File: src/design/ftbm_pkg.sv
// ----------------------------------------------------------------------------
// ftbm_pkg
// Shared types and constants of the text-layer tile bank mapper.
// ----------------------------------------------------------------------------
package ftbm_pkg;

    // Fixed sizes of the stores.
    localparam int BANK_ROWS   = 32;
    localparam int TABLE_WORDS = 256;
    localparam int TADDR_W     = $clog2(TABLE_WORDS);
    localparam int RADDR_W     = $clog2(BANK_ROWS);

    // Configuration port.
    localparam int CFG_IDX_W = 1;
    localparam int CFG_DAT_W = 2;
    localparam logic [CFG_IDX_W-1:0] CFG_BANK_ENABLE = 1'd0;
    localparam logic [CFG_IDX_W-1:0] CFG_BANK_TYPE   = 1'd1;

    // Bank type register values.
    localparam logic [1:0] BTYPE_NONE = 2'd0;
    localparam logic [1:0] BTYPE_ROWS = 2'd1;

    // Request commands.
    localparam logic [1:0] CMD_WRITE = 2'd0;
    localparam logic [1:0] CMD_SCAN  = 2'd1;
    localparam logic [1:0] CMD_MAP   = 2'd2;

    // Row marker pattern in the bank table.
    localparam logic [15:0] MARK_WORD = 16'h0200;
    localparam logic [7:0]  MARK_HIGH = 8'hff;

    // Multiplier for column / 6 over a 6-bit column.
    localparam logic [5:0] DIV6_MUL = 6'd43;

    typedef struct packed {
        logic [1:0]  command;
        logic [7:0]  table_index;
        logic [15:0] word;
        logic [5:0]  column;
        logic [4:0]  row;
    } t_req;

    typedef struct packed {
        logic [8:0]  pixel_x;
        logic [7:0]  pixel_y;
        logic [13:0] tile_code;
        logic [3:0]  palette;
    } t_res;

    typedef enum logic [1:0] {
        OP_WRITE,
        OP_SCAN,
        OP_MAP
    } t_op;

    typedef enum logic [1:0] {
        MODE_NONE,
        MODE_ROWS,
        MODE_PACKED
    } t_mode;

    // One classified operation waiting for the back end.
    typedef struct packed {
        t_op                op;
        t_mode              mode;
        logic [TADDR_W-1:0] tbl_addr;
        logic [15:0]        word;
        logic [RADDR_W-1:0] rb_idx;
        logic [2:0]         field;
        logic [8:0]         pixel_x;
        logic [7:0]         pixel_y;
    } t_entry;

endpackage

File: src/design/ftbm_front.sv
// ----------------------------------------------------------------------------
// ftbm_front
// Holds the configuration registers, accepts requests and turns each kept one
// into a classified operation with its addresses already worked out.
// ----------------------------------------------------------------------------
module ftbm_front
    import ftbm_pkg::*;
(
    input  logic                 i_clk,
    input  logic                 i_rst_n,
    input  logic                 i_cfg_we,
    input  logic [CFG_IDX_W-1:0] i_cfg_index,
    input  logic [CFG_DAT_W-1:0] i_cfg_data,
    input  logic                 i_accept,
    input  t_req                 i_req,
    output logic                 o_push,
    output t_entry               o_entry
);

    logic       r_bank_enable;
    logic [1:0] r_bank_type;
    logic [11:0] div_prod;
    logic [2:0]  col_q;
    logic [5:0]  col_r;
    logic [4:0]  row_m1;
    logic        keep;

    // Configuration registers.
    always_ff @(posedge i_clk) begin
        if (!i_rst_n) begin
            r_bank_enable <= 1'b0;
            r_bank_type   <= BTYPE_NONE;
        end else if (i_cfg_we) begin
            unique case (i_cfg_index)
                CFG_BANK_ENABLE: r_bank_enable <= i_cfg_data[0];
                CFG_BANK_TYPE:   r_bank_type   <= i_cfg_data[1:0];
                default: ;
            endcase
        end
    end

    // Column split into a group of six and a place within the group.
    assign div_prod = 12'(i_req.column) * 12'(DIV6_MUL);
    assign col_r    = i_req.column - 6'(div_prod[11:8]) * 6'd6;
    assign col_q    = div_prod[10:8];
    assign row_m1   = i_req.row - 5'd1;

    // Classification of the request.
    always_comb begin
        keep            = 1'b0;
        o_entry.op      = OP_MAP;
        o_entry.mode    = MODE_NONE;
        if (r_bank_enable && r_bank_type != BTYPE_NONE) begin
            o_entry.mode = (r_bank_type == BTYPE_ROWS) ? MODE_ROWS : MODE_PACKED;
        end
        unique case (i_req.command)
            CMD_WRITE: begin
                keep       = 1'b1;
                o_entry.op = OP_WRITE;
            end
            CMD_SCAN: begin
                keep       = r_bank_enable && r_bank_type == BTYPE_ROWS;
                o_entry.op = OP_SCAN;
            end
            CMD_MAP: begin
                keep       = 1'b1;
                o_entry.op = OP_MAP;
            end
            default: keep = 1'b0;
        endcase
        // Writes use the given index; packed lookups use the column group.
        if (i_req.command == CMD_WRITE) begin
            o_entry.tbl_addr = i_req.table_index;
        end else begin
            o_entry.tbl_addr = {col_q, row_m1};
        end
        o_entry.word    = i_req.word;
        o_entry.rb_idx  = i_req.row - 5'd2;
        o_entry.field   = 3'(6'd5 - col_r);
        o_entry.pixel_x = {i_req.column, 3'b000};
        o_entry.pixel_y = {i_req.row, 3'b000};
    end

    assign o_push = i_accept && keep;

endmodule

File: config.mk
export PLATFORM = sky130hd
export DESIGN_NAME = ftbm_front
export DESIGN_NICKNAME = d
export VERILOG_FILES = /design/src/design/ftbm_pkg.sv /design/src/design/ftbm_front.sv
export SDC_FILE = /design/constraint.sdc
export NUM_CORES = 1
export LEC_CHECK = 0
export BUFFER_PORTS_ARGS = -buffer_cell sky130_fd_sc_hd__buf_4
export CAP_MARGIN = 20
export CORE_ASPECT_RATIO = 0.75
export CORE_MARGIN = 5
export CORE_UTILIZATION = 43
export CTS_CLUSTER_DIAMETER = 60
export DETAILED_ROUTE_END_ITERATION = 6
export GPL_ROUTABILITY_DRIVEN = 0
export PLACE_DENSITY = 0.87
export SYNTH_ARGS = -nofsm -noshare
export SYNTH_HDL_FRONTEND = slang
export SYNTH_SLANG_ARGS = --single-unit
File: constraint.sdc
create_clock -name i_clk -period 8.6 [get_ports i_clk]
set_clock_uncertainty 0.15 [all_clocks]
set_input_delay 0.86 -clock i_clk [delete_from_list [all_inputs] [get_ports i_clk]]
set_output_delay 0.86 -clock i_clk [all_outputs]
set_load 0.02 [all_outputs]
After elaboration in Yosys (flattened, before gate mapping)
Cells that the tools add are included.

word-level totals
  flip-flop bits (word level) = 3
  input bits = 44
  output and inout bits = 54
  word-level logic and storage cells = 25

cells by class
  $add $sub $neg = 4
  multiply operators = 2
  equal/unequal tests = 3
  muxes and demuxes = 5
  bitwise gates (word level) = 1
  reduce and logical (&&, ||, !) cells = 8

operators with widths
  kind                                                  count
  multiplier 6 x 6 -> 12 bit (second input constant)    1
  2-to-1 mux 8 bit                                      1
  subtractor 5 x 1 -> 5 bit (second input constant)     1
  subtractor 5 x 2 -> 5 bit (second input constant)     1
  equality test 2 x 1 -> 1 bit (second input constant)  2
  multiplier 4 x 2 -> 2 bit (second input constant)     1
  2-to-1 mux 2 bit                                      2
  one-hot mux 2 bit (2 select lines)                    1
  AND reduction 2 bit                                   2
  logical AND 1 bit                                     3
  subtractor 3 bit                                      1
  subtractor 3 bit (first input constant)               1
  equality test 2 bit (second input constant)           1
  logical NOT 2 bit                                     1
  one-hot mux 1 bit (2 select lines)                    1
  nonzero test 2 bit                                    1
  OR reduction 2 bit                                    1
  NOT 1 bit                                             1

Logic depth before layout (Yosys ltp)
Gate-level depths: netlist of run 1.

  depth in word-level cells = 4
  mapped depth = 13
  mapped depth without buffers = 13

Worst setup path before layout of run 1
No wires, ideal clock.

  kind = input -> output
  from = input i_req[6] in the netlist's numbering
  to = output o_entry[19] in the netlist's numbering
  arrival time = 3.818 ns
  required time = 7.590 ns
  path slack = 3.772 ns
  stages on the path = 13
  buffers on the path = 0
  cell sequence = ha_1 -> inv_1 -> fa_1 -> fa_1 -> inv_1 -> ha_1 -> nand4_1 -> o221ai_2 -> xnor2_1 -> ha_1 -> xor2_1 -> xnor2_1 -> xnor2_1

RTL lines
  item             RTL line          RTL
  start, declared  ftbm_front.sv:15  input t_req i_req,
  end, declared    ftbm_front.sv:17  output t_entry o_entry

==> results by group, run 1 <==
Outcome
  – Status: completed

Critical path
  – WP data arrival: 4.11 ns
  – Crit path kind: input port to primary output
  – Required @ worst endpoint: 7.59 ns
  – CP max stage delay: around 0.55 ns
  – Critical Path Slowest Stage Cell: fa_1
  – Startpoint Class: input port
  – Crit-path max FO: 6
  – Crit-path cells: buf_4 -> ha_1 -> inv_1 -> fa_1 -> fa_1 -> inv_1 -> ha_1 -> nand4_1 -> o221ai_2 -> xnor2_1 -> ha_1 -> xor2_1 -> xnor2_1 -> xnor2_1 -> buf_4
  – CP Capture Type: primary output

STA
  – # setup viols final: 0
  – RSZ-0062 raised after global routing: false
  – Part of the cycle the worst path needs: 0.596
  – Period minus WS final: 5.12 ns
  – Worst hold slack: 0.318 ns
  – Hold Vio Cnt, Final: 0
  – Setup TNS: 0 ns
  – Slew @ Worst Pin: 0.906 ns
  – Rel. slew slack: 0.394
  – Final Slew Violations: 0
  – Max Clock Freq: between 150 and 200 MHz

CTS
  – # resized after CTS: 0
  – CTS Sinks: 3
  – Cts hold-fix bufs: 0
  – Longest Clk Path Bufs: 2
  – Clock transition at path regs: 0.03 ns
  – Clock latency on the worst-skew pair: 0.21 ns
  – CTS tree: done
  – Post-CTS Repair Setup Buffers: 0
  – Root Driver: clkbuf_8
  – Total CTS buffers: 3
  – CTS H-tree lvls: 1

Floorplanning
  – Die Wd: about 70 um
  – # rows: 16
  – Initial Util: 0.455
  – Die ar.: ~4000 sq um
  – Core Area: between 2000 and 3000 sq um
  – IO Pins: 98
  – Die H: 56.0 um

Pwr
  – Leakage power: a little over 0.8 nW
  – P per Cell Area: 146 nW/um^2
  – Peak VDD IR: 0.0000900 V

Global routing
  – Vias in the first global route: 1,046
  – Largest net degree at the start of global routing: 17
  – Met3 GRT Util: 0.0469
  – Grt total ovfl: 0
  – Met2 usage in global routing: 0.224
  – Met1 usage: 0.161
  – Initial antenna violation count: 0
  – Grt peak-use layer: met2
  – First-pass GRT wire length: 4440 um
  – Total track usage: 0.134

Routing
  – Post-DR vias/cell: 4.50
  – Via Count: ~1,000
  – 1st-iter DRT viols: 18
  – Total Routed Length: 2640 um
  – DRC violations left: 0
  – Wirelength per Cell: about 12 um
  – Final ANT Viol Nets: 0
  – Drt pass-1 iters: 4

Logic synthesis
  – Compound-gate portion of the synthesized area: 0.0939
  – Top cells by area, synth: ha_1 29%, buf_4 21%, fa_1 6.6%
  – Post-Syn Area: around 1200 sq um
  – Synth Area in Adders: 0.355
  – Sequential fraction of the synthesis area: 0.0495
  – Synthesis-stage register bit count: 3
  – Simple-Gate Fraction of Synth Area: 0.118
  – Synth area leader: ha_1
  – Syn Area/Cell: 7.82 sq um
  – Largest family of logic cells by synthesized area: adder cells
  – Post-synthesis mux area share: 0.00826
  – Synth top area share: 0.289
  – Synth Instances: 155
  – Netlist cell types: 26
  – YS warnings: 0
  – Xor/xnor share of the synthesized area: 0.0939

Flow run
  – Max-cap violations: 0

Cells and area
  – Final nets: 264
  – Most common cell after layout, fill and taps aside: buf_4
  – Most frequent cells in the layout: 59 x buf_4, 28 x ha_1, 20 x inv_1
  – Share of cells above drive strength 1: 0.342
  – Post-Layout Cell Count: 223
  – Area Overhead vs Synth: 23.8%
  – N_diodes: 0

Min path
  – Hold Crit Class: flop to flop

Placement
  – Hpwl dp: 2380 um
  – Placed Cells incl. Taps: 219
  – I/O Buffers: around 60
[logic make-up (layout without fill, tap and decap cells)]
kind of cell               count (synthesis)  in the layout
DFF                                        3              3
AOI/OAI and AO/OA                         18             18
adders and majority gates                 32             32
other                                      1              6
and+or+nand+nor                           31             31
xor gates and xnor gates                  13             13
muxes                                      1              1
buffers and inverters                     56             83
[registers in the layout, indices dropped and copies added, names as in the netlist]
register       count
r_bank_type        2
r_bank_enable      1
[per-layer routing]
layer  vias to the layer above  routed length (um)
li1                        525                   -
met1                       436                1070
met2                        38                1270
met3                         4                 275
met4                         0                  21
met5                         -                   0
[stage by stage]
step	cell area [sq um]	setup slack, ns	utilization	power, mW
after floorplan	1230	3.77	-	0.135
after global routing	1500	3.23	0.564	0.243
after global placement	1460	3.58	0.547	0.175
after CTS	1500	3.45	0.564	0.223
final	1500	3.48	0.564	0.219
after detailed placement	1460	3.46	0.547	0.180
[where the power goes]
part / switching (mW) / total (mW) / internal, mW
clock: 0.00960 / 0.0412 / 0.0316
combinational: 0.0897 / 0.163 / 0.0730
sequential: 0.000429 / 0.0151 / 0.0147
[synthesized netlist by cell type (all sizes together)]
| library cell | n |
|---|---|
| a21boi | 2 |
| a21oi | 3 |
| and2 | 2 |
| buf | 34 |
| clkbuf | 2 |
| conb | 1 |
| dfxtp | 3 |
| fa | 4 |
| ha | 28 |
| inv | 20 |
| mux2i | 1 |
| nand2 | 16 |
| nand2b | 1 |
| nand3 | 2 |
| nand4 | 2 |
| nor2 | 3 |
| nor2b | 3 |
| nor3 | 1 |
| o21ai | 10 |
| o221ai | 1 |
| o31ai | 2 |
| or3 | 1 |
| xnor2 | 6 |
| xor2 | 7 |
[area by class of cell]
type	count	area, sq um
Fill cell	255	1160
Multi-Input combinational cell	101	833
Timing Repair Buffer	59	443
Inverter	20	75.1
Sequential cell	3	60.1
Clock buffer	4	45.0
Tap cell	36	45.0
[final timing paths]
| check | start | end | slack [ns] | cells after the start |
|---|---|---|---|---|
| worst max-delay path | i_req[6] | o_entry[19] | 3.48 | 15 |
| worst min-delay path | r_bank_type[0] | r_bank_type[0] | 0.32 | 2 |
| worst max register to register | r_bank_type[1] | r_bank_type[1] | 7.82 | 2 |
| worst min register to register | r_bank_type[0] | r_bank_type[0] | 0.32 | 2 |
[critical path: cells and delay by family]
family | cells | cell delay (ns)
xor+xnor | 4 | 0.68
compound gates | 1 | 0.23
simple gates | 1 | 0.11
fa+ha+maj | 5 | 1.79
buf+inv | 4 | 0.43
No activity file was read; power rests on OpenSTA's default activity.
==> run 2: changes to the inputs <==
- CORE_UTILIZATION: 43 -> 40
- PLACE_DENSITY: 0.87 -> 0.82
- clock period: 8.6 -> 5.3 ns (I/O delays scaled with it)
==> results by group, run 2 (same netlist as run 1, synthesis figures left out) <==
Critical path
  – Crit-path max FO: 6 (unchanged)
  – WP data arrival: 3.81 ns (-0.30 ns)
  – CP Capture Type: primary output
  – Required @ worst endpoint: 4.62 ns (-2.97 ns)
  – Crit path kind: input port to primary output
  – Startpoint Class: input port

Flow run
  – Max-cap violations: 0 (unchanged)

Floorplanning
  – IO Pins: 98 (unchanged)
  – Initial Util: 0.413 (-0.0423)
  – Die H: 57.7 um (+3.0%)
  – Core Area: 2940 sq um (+10%)
  – Die ar.: 4240 sq um (+6.3%)
  – Die Wd: 73.6 um (+3.2%)
  – # rows: 17 (+1)

Routing
  – Post-DR vias/cell: 4.38 (-2.7%)
  – Final ANT Viol Nets: 0 (unchanged)
  – Wirelength per Cell: 11.3 um (-4.1%)
  – 1st-iter DRT viols: 24 (+6)
  – Drt pass-1 iters: 4 (unchanged)
  – Total Routed Length: 2550 um (-3.3%)
  – Via Count: 985 (-1.8%)
  – DRC violations left: 0 (unchanged)

STA
  – Slew @ Worst Pin: 0.901 ns (-0.00438 ns)
  – Final Slew Violations: 0 (unchanged)
  – RSZ-0062 raised after global routing: false
  – Part of the cycle the worst path needs: 0.847
  – Period minus WS final: 4.49 ns
  – # setup viols final: 0 (unchanged)
  – Setup TNS: 0 ns (unchanged)
  – Rel. slew slack: 0.397 (+0.00293)
  – Hold Vio Cnt, Final: 0 (unchanged)
  – Max Clock Freq: 223 MHz

Cells and area
  – Reg with most FFs: r_bank_type
  – Max reg flops: 2 (unchanged)
  – Final nets: 264 (unchanged)
  – Share of cells above drive strength 1: 0.342 (unchanged)
  – Top Registers: r_bank_type: 2 flops, r_bank_enable: 1 flops
  – Area Overhead vs Synth: 24.0%
  – Most frequent cells in the layout: 59 x buf_4, 28 x ha_1, 20 x inv_1
  – Most common cell after layout, fill and taps aside: buf_4
  – Fin util: 0.512 (-0.0515)
  – N_diodes: 0 (unchanged)

CTS
  – Total CTS buffers: 3 (unchanged)
  – Root Driver: clkbuf_8
  – CTS Sinks: 3 (unchanged)
  – Post-CTS Repair Setup Buffers: 0 (unchanged)
  – CTS tree: done
  – Clock transition at path regs: 0.03 ns (about the same)
  – Cts hold-fix bufs: 0 (unchanged)
  – # resized after CTS: 0 (unchanged)
  – Longest Clk Path Bufs: 2 (unchanged)
  – CTS H-tree lvls: 1 (unchanged)
  – Clock latency on the worst-skew pair: 0.21 ns (about the same)

Global routing
  – Vias in the first global route: 964 (-7.8%)
  – First-pass GRT wire length: 4160 um (-6.2%)
  – Initial antenna violation count: 0 (unchanged)
  – Grt total ovfl: 0 (unchanged)
  – Largest net degree at the start of global routing: 17 (unchanged)
  – Total track usage: 0.118 (-0.0159)

Pwr
  – Leakage power: 0.831 nW (unchanged)
  – Peak VDD IR: 0.000160 V (+77%)
  – P per Cell Area: 234 nW/um^2 (+61%)

Placement
  – I/O Buffers: 59 (unchanged)
  – Hpwl dp: 2240 um (-6.0%)

Min path
  – Hold Crit Class: flop to flop

Outcome
  – Status: completed
==> run 2: cell counts in the layout (fill, tap and decap cells not counted) <==
No cell type changed its count.
==> run 2: through the flow <==
stage	cells	hold slack, ns	worst slack (ns)	area, sq um	power, mW
floorplan	160	0.293	1.13	1230	0.218
global placement	221	0.314	0.936	1460	0.285
detailed placement	221	0.324	0.836	1460	0.289
CTS	225	0.329	0.811	1500	0.359
global route	225	0.360	0.570	1500	0.388
finish	225	0.327	0.811	1500	0.353
==> run 2: worst max-delay path, stage by stage <==
cell and delay [ns]:
buf_4 0.14, ha_1 0.30, inv_1 0.08, fa_1 0.44
fa_1 0.55, inv_1 0.04, ha_1 0.28, nand4_1 0.11
o221ai_2 0.24, xnor2_1 0.23, ha_1 0.22, xor2_1 0.17
xnor2_1 0.15, xnor2_1 0.14, buf_4 0.16
==> run 2: final cells by class <==
cell class / instances / area [sq um]
fill: 295 / 1430
multi-input combinational: 101 / 833
timing repair buffer: 59 / 443
inverter: 20 / 75.1
sequential: 3 / 60.1
tap: 38 / 47.5
clock buffer: 4 / 45.0
==> run 2: path summary, 6_finish.rpt <==
kind	cells past startpoint	slack, ns	start	end
worst max-delay path	15	0.81	i_req[6]	o_entry[19]
worst min-delay path	2	0.33	r_bank_type[0]	r_bank_type[0]
worst max register to register	2	4.52	r_bank_type[1]	r_bank_type[1]
worst min register to register	2	0.33	r_bank_type[0]	r_bank_type[0]
==> run 2: power by group <==
| group | internal, mW | switching, mW | leakage (nW) |
|---|---|---|---|
| registers | 0.0238 | 0.000738 | 0.0245 |
| clock network | 0.0513 | 0.0146 | 0.0228 |
| logic | 0.118 | 0.145 | 0.783 |
| total | 0.193 | 0.160 | 0.831 |
==> run 2: layer usage <==
layer	track usage	routed length [um]	share of wire	vias up
met5	0	0	0	-
met2	0.191	1230	0.48	36
li1	-	-	-	526
met4	0.0310	16	0.0063	0
met3	0.0260	216	0.085	2
met1	0.159	1080	0.42	421
