`src/design/ftbm_pkg.sv`:
```
// ----------------------------------------------------------------------------
// ftbm_pkg
// Shared types and constants of the text-layer tile bank mapper.
// ----------------------------------------------------------------------------
package ftbm_pkg;

    // Fixed sizes of the stores.
    localparam int BANK_ROWS   = 32;
    localparam int TABLE_WORDS = 256;
    localparam int TADDR_W     = $clog2(TABLE_WORDS);
    localparam int RADDR_W     = $clog2(BANK_ROWS);

    // Configuration port.
    localparam int CFG_IDX_W = 1;
    localparam int CFG_DAT_W = 2;
    localparam logic [CFG_IDX_W-1:0] CFG_BANK_ENABLE = 1'd0;
    localparam logic [CFG_IDX_W-1:0] CFG_BANK_TYPE   = 1'd1;

    // Bank type register values.
    localparam logic [1:0] BTYPE_NONE = 2'd0;
    localparam logic [1:0] BTYPE_ROWS = 2'd1;

    // Request commands.
    localparam logic [1:0] CMD_WRITE = 2'd0;
    localparam logic [1:0] CMD_SCAN  = 2'd1;
    localparam logic [1:0] CMD_MAP   = 2'd2;

    // Row marker pattern in the bank table.
    localparam logic [15:0] MARK_WORD = 16'h0200;
    localparam logic [7:0]  MARK_HIGH = 8'hff;

    // Multiplier for column / 6 over a 6-bit column.
    localparam logic [5:0] DIV6_MUL = 6'd43;

    typedef struct packed {
        logic [1:0]  command;
        logic [7:0]  table_index;
        logic [15:0] word;
        logic [5:0]  column;
        logic [4:0]  row;
    } t_req;

    typedef struct packed {
        logic [8:0]  pixel_x;
        logic [7:0]  pixel_y;
        logic [13:0] tile_code;
        logic [3:0]  palette;
    } t_res;

    typedef enum logic [1:0] {
        OP_WRITE,
        OP_SCAN,
        OP_MAP
    } t_op;

    typedef enum logic [1:0] {
        MODE_NONE,
        MODE_ROWS,
        MODE_PACKED
    } t_mode;

    // One classified operation waiting for the back end.
    typedef struct packed {
        t_op                op;
        t_mode              mode;
        logic [TADDR_W-1:0] tbl_addr;
        logic [15:0]        word;
        logic [RADDR_W-1:0] rb_idx;
        logic [2:0]         field;
        logic [8:0]         pixel_x;
        logic [7:0]         pixel_y;
    } t_entry;

endpackage

```
`src/design/ftbm_queue.sv`:
```
// ----------------------------------------------------------------------------
// ftbm_queue
// Short first-in first-out queue of classified operations between the
// front end and the back end.
// ----------------------------------------------------------------------------
module ftbm_queue
    import ftbm_pkg::*;
#(
    parameter int DEPTH = 4
) (
    input  logic   i_clk,
    input  logic   i_rst_n,
    input  logic   i_push,
    input  t_entry i_entry,
    input  logic   i_pop,
    output logic   o_full,
    output logic   o_valid,
    output t_entry o_head
);

    localparam int PTR_W = $clog2(DEPTH);
    localparam int CNT_W = $clog2(DEPTH + 1);

    t_entry             r_slot [DEPTH];
    logic [PTR_W-1:0]   r_wr_ptr;
    logic [PTR_W-1:0]   r_rd_ptr;
    logic [CNT_W-1:0]   r_count;

    assign o_full  = (r_count == CNT_W'(DEPTH));
    assign o_valid = (r_count != '0);
    assign o_head  = r_slot[r_rd_ptr];

    // Entry storage.
    always_ff @(posedge i_clk) begin
        if (i_push) begin
            r_slot[r_wr_ptr] <= i_entry;
        end
    end

    // Pointers and fill count.
    always_ff @(posedge i_clk) begin
        if (!i_rst_n) begin
            r_wr_ptr <= '0;
            r_rd_ptr <= '0;
            r_count  <= '0;
        end else begin
            if (i_push) begin
                r_wr_ptr <= (r_wr_ptr == PTR_W'(DEPTH - 1)) ? '0 : r_wr_ptr + 1'b1;
            end
            if (i_pop) begin
                r_rd_ptr <= (r_rd_ptr == PTR_W'(DEPTH - 1)) ? '0 : r_rd_ptr + 1'b1;
            end
            r_count <= r_count + CNT_W'(i_push) - CNT_W'(i_pop);
        end
    end

    a_no_push_full: assert property (@(posedge i_clk) disable iff (!i_rst_n)
        o_full |-> !i_push) else $error("push into a full queue");
    a_no_pop_empty: assert property (@(posedge i_clk) disable iff (!i_rst_n)
        !o_valid |-> !i_pop) else $error("pop from an empty queue");
    a_count_track: assert property (@(posedge i_clk) disable iff (!i_rst_n)
        $past(i_rst_n) |-> r_count == $past(r_count) + CNT_W'($past(i_push))
                                      - CNT_W'($past(i_pop)))
        else $error("queue fill count lost track");

endmodule

```
`config.mk`:
```
export PLATFORM = sky130hd
export DESIGN_NAME = ftbm_queue
export DESIGN_NICKNAME = d
export VERILOG_FILES = /design/src/design/ftbm_pkg.sv /design/src/design/ftbm_queue.sv
export SDC_FILE = /design/constraint.sdc
export NUM_CORES = 1
export LEC_CHECK = 0
export BUFFER_PORTS_ARGS = -buffer_cell sky130_fd_sc_hd__buf_4
export CAP_MARGIN = 20
export CORE_MARGIN = 2
export CORE_UTILIZATION = 35
export CTS_CLUSTER_SIZE = 24
export DETAILED_ROUTE_END_ITERATION = 12
export PLACE_DENSITY = 0.62
export SYNTH_ARGS = -nofsm -noshare
export SYNTH_HDL_FRONTEND = slang
export SYNTH_SLANG_ARGS = --single-unit
```
`constraint.sdc`:
```
create_clock -name i_clk -period 3.5 [get_ports i_clk]
set_input_delay 0.175 -clock i_clk [delete_from_list [all_inputs] [get_ports i_clk]]
set_output_delay 0.175 -clock i_clk [all_outputs]
set_load 0.005 [all_outputs]
```
# --- Yosys cells after proc, flatten, opt, wreduce, memory -nomap -nowiden ---
# Memories as Yosys holds them, arrays and structs flattened. A register that Yosys moved wholly into a read port is not among the register bits.
# Cells that the tools add are included.
word_totals:
  ff_bits: 7
  latch_bits: 0
  ram_bits: 212
  romBits: 0
  inputBits: 57
  output_inout_bits: 55
  wordCells: 18
  n_memories: 1
memory_table:
  columns: ["memory", "words", "word_bits", "rd", "rd_clocked_by_memory_dff", "write_ports", "line", "source"]
  rows:
  - ["r_slot", 4, 53, 1, 1, 1, "ftbm_queue.sv:24", "t_entry r_slot [DEPTH];"]
op_classes:
  n_addsub: 4
  n_mul: 0
  div: 0
  n_lt_le_gt_ge: 0
  n_eq_ne: 3
  shift: 0
  mux: 6
  n_bitwise: 0
  n_reduce_logical: 1
ops:
  columns: ["operator", "n"]
  rows:
  - ["2-to-1 mux 2 bit", 4]
  - ["adder 2 x 1 -> 2 bit, second input constant", 2]
  - ["equality test 2 bit, second input constant", 2]
  - ["adder 3 x 1 -> 3 bit", 1]
  - ["equality test 3 bit, second input constant", 1]
  - ["nonzero test 3 bit", 1]
  - ["subtractor 3 x 1 -> 3 bit", 1]
  - ["2-to-1 mux 1 bit", 2]

# --- Logic depth before layout (Yosys ltp) ---
# Gate-level depths: netlist of run 1.
depth:
  depth_word: 4
  mapped_depth: 7
  depth_no_buf: 7

# --- Worst setup path before layout of run 1 ---
# Ideal clock, no wire load.
synth_path:
  path_type: "register to register"
  from: "register r_wr_ptr[0]"
  to: "memory r_slot[2][0] in the netlist's numbering (enable)"
  arrival_ps: 1797
  setup_slack_ps: 1287
  stages_incl_launch_ff: 4
  period_less_slack_ps: 2213
  cell_sequence: "dfxtp_1 -> inv_1 -> ha_1 -> and2_1"
synth_rtl:
  columns: ["element", "line", "source"]
  rows:
  - ["from (decl)", "ftbm_queue.sv:25", "logic [PTR_W-1:0] r_wr_ptr;"]
  - ["from (signal assigned)", "ftbm_queue.sv:48", "r_wr_ptr <= (r_wr_ptr == PTR_W'(DEPTH - 1)) ? '0 : r_wr_ptr + 1'b1;"]
  - ["to (decl)", "ftbm_queue.sv:24", null]
# Straight into the memory's write port.

==> impl_summary.log, run 1 <==
INFO  metric critical_path_arrival = approximately 2400 ps
INFO  metric grt_max_degree = 54
INFO  metric sequential_element_share_of_the_synthesized_area = 80.12%
INFO  metric post_layout_nets = 569
INFO  metric drcViolationCount = 0
INFO  metric vias = 3856
INFO  metric crit_type = reg2out
INFO  metric timing_hold_violations_final = 0
INFO  metric antenna_found_initial = 1
INFO  metric first_pass_grt_wire_length = 23.25 mm
INFO  metric final_antenna_net_count = 0
INFO  metric global_route.overflow_total = 0
INFO  metric num_rows = 55
INFO  metric synthMuxAreaShare = 14.99%
INFO  metric power.static_leakage = 3.631 nW
INFO  metric synth_nets = between 300 and 400
INFO  metric place_hpwl = about 8.6 mm
INFO  metric syn-cell-area = 8170 µm²
INFO  metric chipWidth = 156.8 µm
INFO  metric viasPerCell = 4.624
INFO  metric initial_utilization = about 36%
INFO  metric worst_path_dominant_cell_family = flip-flops
INFO  metric cts_sinks = ~220
INFO  metric cts_made_buffers = 23
INFO  metric combinational_family_with_the_most_area_after_synthesis = multiplexers
INFO  metric ir_worst_vdd = 248.8 µV
INFO  metric grt_pass1_vias = 4271
INFO  metric path_max_fanout = 28
INFO  metric io_pins = 112
INFO  metric cts-root-buf = sky130_fd_sc_hd__clkbuf_16
INFO  metric layout_overhead_on_the_synthesized_area = 29.83%
INFO  metric endpoint_kind = output pin
INFO  metric drv_slew = 0
INFO  metric syn_avg_cell_area = 25.45 µm²
INFO  metric setup-violations-final = 0
INFO  metric floorplan.die_area = 24580 µm²
INFO  metric cp_num_cells = 3
INFO  metric tritoncts = yes
INFO  metric clock_latency = roughly 490 ps
INFO  metric critical_path.cell_chain = buf_12 -> mux4_1 -> buf_4
INFO  metric first_iter_violations = 189
INFO  metric ys.warnings.count = 0
INFO  metric cts.clk_slew.worst_paths = 60 ps
INFO  metric holdBufCountCts = 56
INFO  metric core_area = between 20000 and 25000 µm²
INFO  metric ctsResizeCount = 0
INFO  metric die_height = 156.8 µm
INFO  metric synth_compound_area_share = 0.1225%
INFO  metric critical_path_buf_inv_count = 2
INFO  metric max_freq = 0.3961 GHz
INFO  metric synth_simple_gate_area_share = 1.118%
INFO  metric timing.hold.worst.class = in2reg
INFO  metric critPathSlowestCell = sky130_fd_sc_hd__dfxtp_4
INFO  metric drive_above_1_share = 39.23%
INFO  metric numPortBuffers = around 110
INFO  metric outcome = completed
INFO  metric layout_min_cycle_time = 2524 ps
INFO  metric grt.total_usage = 12.44%
INFO  metric synth_fa_ha_area_share = 1.317%
INFO  metric clock_tree.htree_level_count = 1
INFO  metric place.gp.congestion = 0.6402
INFO  metric postCtsSetupRepairBufs = 0
INFO  metric area_share_of_xor_xnor_cells_in_the_synthesized_design = less than 1%
INFO  metric synth_seq_cells = 221
INFO  metric setup.worst_path.start_class = flip-flop
INFO  metric ys_types = 20
INFO  metric min_path_cells = 2
INFO  metric timing.final.crit_share = 72.13%
INFO  metric cellPowerDensity = ~570 nW/µm²
INFO  metric slew-limit-headroom = 41.43%
INFO  metric r2r_cells = 7
INFO  metric critical_path_required = 3320 ps
INFO  metric grt_setup_unrepaired = false
INFO  metric final.hold.worst_slack = about 420 ps
INFO  metric maxCapViolCount = 0
INFO  metric synthCells = 321
INFO  metric clock-skew-final = 8.658 ps
INFO  metric length_of_the_first_detailed_routing_pass_in_iterations = 4
INFO  metric worstMarginPinSlew = approximately 880 ps
INFO  metric sum_of_routed_wire_length_over_all_layers = 15.15 mm
INFO  metric setup_total_negative_slack = 0 ps
INFO  metric clock_tree.buffer_depth = 3
INFO  metric timing.critical_path.slowest_cell_delay = 710 ps
INFO  metric drt-wirelength-per-cell = 18.16 µm
[final cells by class]
class	instances	area (µm²)
fillers	1899	12170
clock inverters	5	75.07
diodes	1	2.502
clock buffers	36	664.4
multi-input cells	81	1468
inverters	7	26.28
well taps	313	391.6
flip-flops and latches	221	6551
repair buffers	170	1429
[through the flow]
stage	instances	total power, mW	util, %	cell area [µm²]	worst slack (ps)
6_report	834	5.998	46.57	10610	975.6
5_1_grt	834	6.233	46.57	10610	807.7
4_1_cts	833	6.084	46.56	10610	896.2
3_5_place_dp	736	3.660	40.85	9305	1427
3_3_place_gp	736	3.635	40.85	9305	1475
2_1_floorplan	321	3.383	-	8170	1287
[worst register-to-register path, stage by stage (launching register included)]
cell	delay [ps]
sky130_fd_sc_hd__dfxtp_1	320
sky130_fd_sc_hd__inv_1	60
sky130_fd_sc_hd__ha_1	270
sky130_fd_sc_hd__inv_1	40
sky130_fd_sc_hd__ha_1	190
sky130_fd_sc_hd__fa_1	370
sky130_fd_sc_hd__xor3_1	380
sky130_fd_sc_hd__nor2_1	40
[flip-flops by register name (all words and copies together) (netlist names), named ones only]
| signal | cells |
|---|---|
| r_slot | 212 |
| r_rd_ptr | 2 |
| r_count | 3 |
| r_wr_ptr | 2 |
[cell families (layout without fill, tap and decap cells)]
logic type	Yosys count	after routing
buffers and inverters	19	218
other	0	1
XOR/XNOR	1	1
AO/OA/AOI/OAI	2	2
flip-flops	221	221
multiplexers	55	55
adder cells (fa/ha/maj)	8	8
AND/OR/NAND/NOR	15	15
[cell usage after synthesis]
cell type / count / share of area (%)
sky130_fd_sc_hd__nand2b_1: 2 / 0.15
sky130_fd_sc_hd__buf_2: 5 / 0.31
sky130_fd_sc_hd__nor2_1: 3 / 0.14
sky130_fd_sc_hd__mux2i_1: 2 / 0.25
sky130_fd_sc_hd__mux4_1: 3 / 0.96
sky130_fd_sc_hd__ha_1: 7 / 1.1
sky130_fd_sc_hd__dfxtp_1: 9 / 2.2
sky130_fd_sc_hd__fa_1: 1 / 0.25
sky130_fd_sc_hd__buf_6: 1 / 0.14
sky130_fd_sc_hd__mux4_2: 50 / 14
sky130_fd_sc_hd__and2_1: 6 / 0.46
sky130_fd_sc_hd__and3_1: 1 / 0.077
sky130_fd_sc_hd__edfxtp_1: 212 / 78
sky130_fd_sc_hd__xor3_1: 1 / 0.29
sky130_fd_sc_hd__inv_1: 7 / 0.32
sky130_fd_sc_hd__clkbuf_1: 1 / 0.046
sky130_fd_sc_hd__or3_1: 1 / 0.077
sky130_fd_sc_hd__buf_12: 5 / 1.2
sky130_fd_sc_hd__a21oi_1: 2 / 0.12
sky130_fd_sc_hd__or3b_2: 2 / 0.21
[cells in the final DEF (no fill, tap or decap), types with 3 or more instances in the layout]
cell,Yosys,final
sky130_fd_sc_hd__inv_1,7,7
sky130_fd_sc_hd__buf_4,0,113
sky130_fd_sc_hd__mux4_2,50,50
sky130_fd_sc_hd__and2_4,0,4
sky130_fd_sc_hd__dfxtp_1,9,7
sky130_fd_sc_hd__edfxtp_1,212,212
sky130_fd_sc_hd__dlygate4sd3_1,0,56
sky130_fd_sc_hd__mux4_1,3,3
sky130_fd_sc_hd__ha_1,7,7
sky130_fd_sc_hd__nor2_1,3,3
sky130_fd_sc_hd__clkbuf_1,1,9
sky130_fd_sc_hd__clkbuf_16,0,23
sky130_fd_sc_hd__clkbuf_8,0,4
sky130_fd_sc_hd__clkinv_2,0,3
[power by group]
part           internal [mW]  leakage [nW]  switching [mW]
combinational          0.338          1.25           0.225
clock                   1.44         0.363           0.917
sequential              3.02          2.02          0.0531
total                   4.80          3.63            1.19
[layer usage]
layer | routed length [µm] | up-vias | global-route usage [%]
met1 | 6348 | 2006 | 16.09
met5 | 0 | - | 0
li1 | - | 1723 | -
met3 | 711 | 27 | 2.188
met2 | 7783 | 100 | 21.49
met4 | 306 | 0 | 3.801
[worst paths after layout]
path                                  start            end  slack [ps]
worst max-delay path              flip-flop     o_head[45]         980
worst min-delay path            i_entry[40]  r_slot[1][40]         420
worst max register to register   r_count[0]     r_count[2]        1720
worst min register to register  r_rd_ptr[0]      flip-flop         510
Note: power is estimated with default switching activity, not from simulation.
==> inputs of run 2 (changes only) <==
clock period = 2.39 ns   (was 3.5 ns; I/O delays follow)
==> run 2 against run 1 <==
Clock power up 50%. Die area unchanged. Global-route usage up 0.36 points. Cell area up 1.6%. Via count up 1.2%. Non-clock buffer count up 7. Critical path type unchanged. Critical endpoint is now o_head[11].
==> impl_summary.log, run 2 (same netlist as run 1, synthesis figures left out) <==
INFO  metric outcome = completed
INFO  metric timing.hold.worst.class = in2reg
INFO  metric post_layout_nets = 577
INFO  metric io_pins = 112
INFO  metric ctsResizeCount = 0
INFO  metric timing.reg2reg.setup_slack = 620 ps
INFO  metric cellPowerDensity = 825.2 nW/µm²
INFO  metric path_max_fanout = 12
INFO  metric cts.clk_slew.worst_paths = 60 ps
INFO  metric largest_reg_flops = 212
INFO  metric cts-root-buf = sky130_fd_sc_hd__clkbuf_16
INFO  metric timing.final.crit_share = between 80% and 90%
INFO  metric grt.total_usage = between 10% and 20%
INFO  metric drv_slew = 0
INFO  metric drive_above_1_share = 40.45%
INFO  metric power.static_leakage = 3.703 nW
INFO  metric critical_path_required = ~2300 ps
INFO  metric first_iter_violations = 169
INFO  metric worst_r2r_startpoint = r_count[0]
INFO  metric setup-violations-final = 0
INFO  metric length_of_the_first_detailed_routing_pass_in_iterations = 4
INFO  metric viasPerCell = 4.635
INFO  metric non_filler_cell_area_final = 10780 µm²
INFO  metric first_pass_grt_wire_length = 23.72 mm
INFO  metric clock_tree.htree_level_count = 1
INFO  metric initial_utilization = a little over a third
INFO  metric drcViolationCount = 0
INFO  metric maxCapViolCount = 0
INFO  metric drt-wirelength-per-cell = 18.78 µm
INFO  metric tritoncts = yes
INFO  metric layout_overhead_on_the_synthesized_area = 31.91%
INFO  metric final.hold.worst_slack = 356.8 ps
INFO  metric clock_tree.buffer_depth = 3
INFO  metric num_rows = between 50 and 60
INFO  metric regToRegEndpoint = r_count[2]
INFO  metric setup_ws = roughly 270 ps
INFO  metric worstHoldEndpoint = r_slot[1][35]
INFO  metric global_route.overflow_total = 0
INFO  metric die_height = 156.8 µm
INFO  metric top_register = r_slot
INFO  metric timing_hold_violations_final = 0
INFO  metric hold_path_startpoint = i_entry[35]
INFO  metric grt_setup_unrepaired = false
INFO  metric top_regs = r_slot (212), r_count (3)
INFO  metric layout_min_cycle_time = between 2000 and 2500 ps
INFO  metric grt_max_degree = 54
INFO  metric cts_made_buffers = 24
INFO  metric setup.worst_path.start_class = flip-flop
INFO  metric dpl_worst_slack = slightly above 600 ps
INFO  metric max_freq = 0.4714 GHz
INFO  metric place_area = 9425 µm²
INFO  metric min_path_cells = 2
INFO  metric clock-skew-final = 5.923 ps
INFO  metric core_area = between 20000 and 25000 µm²
INFO  metric final_antenna_net_count = 0
INFO  metric r2r_cells = 7
INFO  metric grt_pass1_vias = 4301
INFO  metric setup_total_negative_slack = 0 ps
INFO  metric vias = 3903
INFO  metric endpoint_kind = output pin
INFO  metric chipWidth = 156.8 µm
INFO  metric worstMarginPinSlew = 386.1 ps
INFO  metric sum_of_routed_wire_length_over_all_layers = 15.81 mm
INFO  metric layout.cells.most_common = sky130_fd_sc_hd__edfxtp_1
INFO  metric crit_type = reg2out
INFO  metric place.gp.congestion = 0.6329
INFO  metric cts_sinks = 221
INFO  metric critical_path_arrival = 2000 ps
INFO  metric n_fill_cell = 1900
INFO  metric clock_latency = roughly 500 ps
INFO  metric antenna_cells_inserted = 0
INFO  metric floorplan.die_area = 24580 µm²
INFO  metric place_hpwl = 8.922 mm
INFO  metric numPortBuffers = 111
INFO  metric slew-limit-headroom = 74.26%
INFO  metric totalPowerFinal = between 8 and 9 mW
INFO  metric antenna_found_initial = 0
INFO  metric ir_worst_vdd = 417.9 µV
INFO  metric final_cell_mix = sky130_fd_sc_hd__edfxtp_1 (212), sky130_fd_sc_hd__buf_4 (113), sky130_fd_sc_hd__dlygate4sd3_1 (56)
## run 2: changes by cell type in the layout (fill, tap and decap cells not counted), sizes merged
| cell | before | now |
|---|---|---|
| clkinvlp | 0 | 2 |
| diode | 1 | 0 |
| buf | 114 | 121 |
| clkbuf | 36 | 28 |
| clkinv | 3 | 11 |
## run 2: cell type report
type	count	area (µm²)	area share, %
clock buffers	28	636.9	5.909
well taps	313	391.6	3.634
inverters	7	26.28	0.2438
multi-input cells	81	1468	13.62
clock inverters	15	127.6	1.184
flip-flops and latches	221	6551	60.78
repair buffers	177	1577	14.63
## run 2: what timing repair did
item | in CTS | in global routing
hold endpoints to repair | 221 | 0
hold buffers | 56 | 0
buffers inserted | 0 | 1
endpoints found under the setup margin | 0 | 6
## run 2: how the worst max path moves through the flow
stage                      from      endpoint  slack, ps  cells past startpoint
finish                flip-flop    o_head[11]        270                      3
global route          flip-flop    o_head[38]        150                      3
CTS                   flip-flop    o_head[38]         70                      3
detailed placement   r_count[0]    r_count[2]        620                      7
global placement      flip-flop     o_head[3]        630                      3
floorplan           r_wr_ptr[0]  r_slot[2][0]        180                      3
## run 2: layer usage
metal | part of all wire [%] | vias to the layer above | global-route usage [%]
met5 | 0 | - | 0
met1 | 42 | 2036 | 15.78
met4 | 1.6 | 0 | 3.145
met3 | 4.7 | 23 | 2.908
li1 | - | 1750 | -
met2 | 51 | 94 | 22.85
## run 2: worst max-delay path, stage by stage, from the launching register on
cell,delay (ps)
sky130_fd_sc_hd__dfxtp_4,550
sky130_fd_sc_hd__buf_4,270
sky130_fd_sc_hd__mux4_2,530
sky130_fd_sc_hd__buf_4,150
## run 2: per-stage QoR
stage,utilization [%],std cells
6_report,47.32,842
5_1_grt,47.32,842
4_1_cts,47.20,841
3_5_place_dp,41.38,742
3_3_place_gp,41.38,742
2_1_floorplan,-,321
## run 2: where the power goes
part / total (mW) / internal (mW) / switching [mW]
clock: 3.53 / 2.12 / 1.41
sequential: 4.48 / 4.42 / 0.0546
combinational: 0.893 / 0.526 / 0.367
total: 8.89 / 7.06 / 1.83
==> inputs of run 3 (changes only) <==
==> constraint.sdc (replaced) <==
create_clock -name i_clk -period 2.39 [get_ports i_clk]
set_input_delay 0.3585 -clock i_clk [delete_from_list [all_inputs] [get_ports i_clk]]
set_output_delay 0.3585 -clock i_clk [all_outputs]
set_load 0.005 [all_outputs]
==> run 3 against run 2 <==
Power is 3.4% lower. Setup slack worse by 120 ps. Sequential cell count stayed put. Clock skew is 5.8 ps higher. Global-route usage is 0.67 points lower. Register-to-register slack hardly changed. Critical path depth stayed put. Utilization is 2.7 points lower. Clock power is 6.2% lower. Final cell count is 6.8% lower. Hold slack worse by 290 ps. First-iteration DRC count is 33% lower. Largest cell class unchanged.
==> impl_summary.log, run 3 (same netlist as run 1, synthesis figures left out) <==
INFO  metric power_frac_seq = between 50% and 60%
INFO  metric global_route.overflow_total = 0
INFO  metric maxCapViolCount = 0
INFO  metric core_area = 22780 µm²
INFO  metric antenna_found_initial = 0
INFO  metric critical_path_arrival = between 1500 and 2000 ps
INFO  metric dpl_worst_slack = 490.4 ps
INFO  metric drt-wirelength-per-cell = about 19 µm
INFO  metric floorplan.die_area = 24580 µm²
INFO  metric path_max_fanout = 14
INFO  metric drv_slew = 0
INFO  metric setup_ws = 151.5 ps
INFO  metric num_rows = 55
INFO  metric worst_r2r_startpoint = r_count[0]
INFO  metric clock_latency = ~490 ps
INFO  metric ir_worst_vdd = approximately 460 µV
INFO  metric timing_hold_violations_final = 0
INFO  metric chipWidth = 156.8 µm
INFO  metric cts-root-buf = sky130_fd_sc_hd__clkbuf_16
INFO  metric antenna_cells_inserted = 0
INFO  metric layout.cells.most_common = sky130_fd_sc_hd__edfxtp_1
INFO  metric power.static_leakage = 3.459 nW
INFO  metric endpoint_kind = output pin
INFO  metric sum_of_routed_wire_length_over_all_layers = 14.84 mm
INFO  metric place_hpwl = approximately 9 mm
INFO  metric critical_path_required = 2030 ps
INFO  metric regToRegEndpoint = r_count[2]
INFO  metric setup.worst_path.start_class = flip-flop
INFO  metric top_regs = r_slot (212), r_count (3)
INFO  metric grt_max_degree = 54
INFO  metric numPortBuffers = around 110
INFO  metric top_register = r_slot
INFO  metric tritoncts = yes
INFO  metric final_antenna_net_count = 0
INFO  metric clock_tree.buffer_depth = 3
INFO  metric grt_pass1_vias = ~3900
INFO  metric slew-limit-headroom = ~72%
INFO  metric first_pass_grt_wire_length = 22.37 mm
INFO  metric post_layout_nets = ~520
INFO  metric part_of_the_power_in_combinational_logic = 9.5%
INFO  metric switching_power = roughly 1.7 mW
INFO  metric initial_utilization = 35.87%
INFO  metric setup-violations-final = 0
INFO  metric finish.cell_count_without_fillers = 785
INFO  metric timing.final.crit_share = between 90% and 100%
INFO  metric first_iter_violations = 114
INFO  metric setup_total_negative_slack = 0 ps
INFO  metric r2r_cells = 7
INFO  metric cts_made_buffers = 23
INFO  metric crit_end = o_head[44]
INFO  metric numPlacedInstances = around 740
INFO  metric final_util = between 40% and 50%
INFO  metric cellPowerDensity = roughly 840 nW/µm²
INFO  metric place_area = 9440 µm²
INFO  metric die_height = 156.8 µm
INFO  metric clock_power_share = 38.5%
INFO  metric drive_above_1_share = ~46%
INFO  metric place.gp.congestion = 0.6493
INFO  metric largest_reg_flops = 212
INFO  metric outcome = completed
INFO  metric io_pins = 112
INFO  metric viasPerCell = 4.645
INFO  metric layout_min_cycle_time = approximately 2200 ps
INFO  metric grt.total_usage = 12.14%
INFO  metric layout_overhead_on_the_synthesized_area = 24.49%
INFO  metric cts.clk_slew.worst_paths = ~60 ps
INFO  metric cts_sinks = 221
INFO  metric timing.reg2reg.setup_slack = 630 ps
INFO  metric crit_type = reg2out
INFO  metric non_filler_cell_area_final = a little over 10000 µm²
INFO  metric totalPowerFinal = 8.593 mW
INFO  metric timing.hold.worst.class = in2reg
INFO  metric length_of_the_first_detailed_routing_pass_in_iterations = 4
INFO  metric final.hold.worst_slack = about 63 ps
INFO  metric clock_tree.htree_level_count = 1
INFO  metric n_fill_cell = 1931
INFO  metric worstMarginPinSlew = 425.2 ps
INFO  metric grt_setup_unrepaired = false
INFO  metric p_int = a little under 7 mW
INFO  metric drcViolationCount = 0
INFO  metric vias = approximately 3600
INFO  metric holdBufCountCts = 0
INFO  metric clock-skew-final = 11.73 ps
INFO  metric max_freq = 0.4467 GHz
INFO  metric final_cell_mix = sky130_fd_sc_hd__edfxtp_1 (212), sky130_fd_sc_hd__buf_4 (117), sky130_fd_sc_hd__mux4_2 (50)
INFO  metric switching_part_of_the_total = around 20%
[run 3: power groups by stage]
stage / Combinational (mW) / Clock, mW / Sequential [mW]
after floorplan: 0.417 / 0 / 4.54
after global placement: 0.806 / 0 / 4.55
after detailed placement: 0.826 / 0 / 4.56
after CTS: 0.842 / 3.41 / 4.47
after global routing: 0.900 / 3.56 / 4.48
final: 0.818 / 3.31 / 4.47
[run 3: critical path: stages (launching register included)]
cell and delay [ps]:
sky130_fd_sc_hd__dfxtp_4 420, sky130_fd_sc_hd__buf_12 190, sky130_fd_sc_hd__mux4_1 600, sky130_fd_sc_hd__buf_4 160
[run 3: layout make-up]
cell class | count | area (µm²) | area share, %
clock inverter | 12 | 117.6 | 1.156
clock buffer | 26 | 586.8 | 5.769
sequential | 221 | 6551 | 64.41
multi-input combinational | 81 | 1468 | 14.43
timing repair buffer | 125 | 1030 | 10.12
inverter | 7 | 26.28 | 0.2583
tap | 313 | 391.6 | 3.850
[run 3: how the worst min path moves through the flow]
| stage | from | endpoint | slack [ps] | depth (start not counted) |
|---|---|---|---|---|
| global route | i_entry[48] | r_slot[1][48] | 40 | 1 |
| finish | i_entry[33] | r_slot[0][33] | 60 | 1 |
| CTS | i_entry[46] | r_slot[3][46] | 40 | 1 |
| floorplan | i_entry[0] | r_slot[0][0] | 460 | 0 |
| global placement | r_wr_ptr[0] | r_wr_ptr[0] | 500 | 2 |
| detailed placement | r_rd_ptr[0] | flip-flop | 520 | 2 |
[run 3: timing repair]
item,CTS,global route
gates resized for setup,1,0
endpoints found under the setup margin,12,0
setup buffers,3,0
endpoints found under the hold margin,0,0
[run 3: per-layer routing]
layer / up-vias / track usage (%) / part of all wire [%]
met5: - / 0 / 0
met4: 0 / 3.626 / 2.0
met3: 25 / 2.935 / 6.1
met2: 100 / 19.90 / 49
met1: 1892 / 16.14 / 43
li1: 1629 / - / -
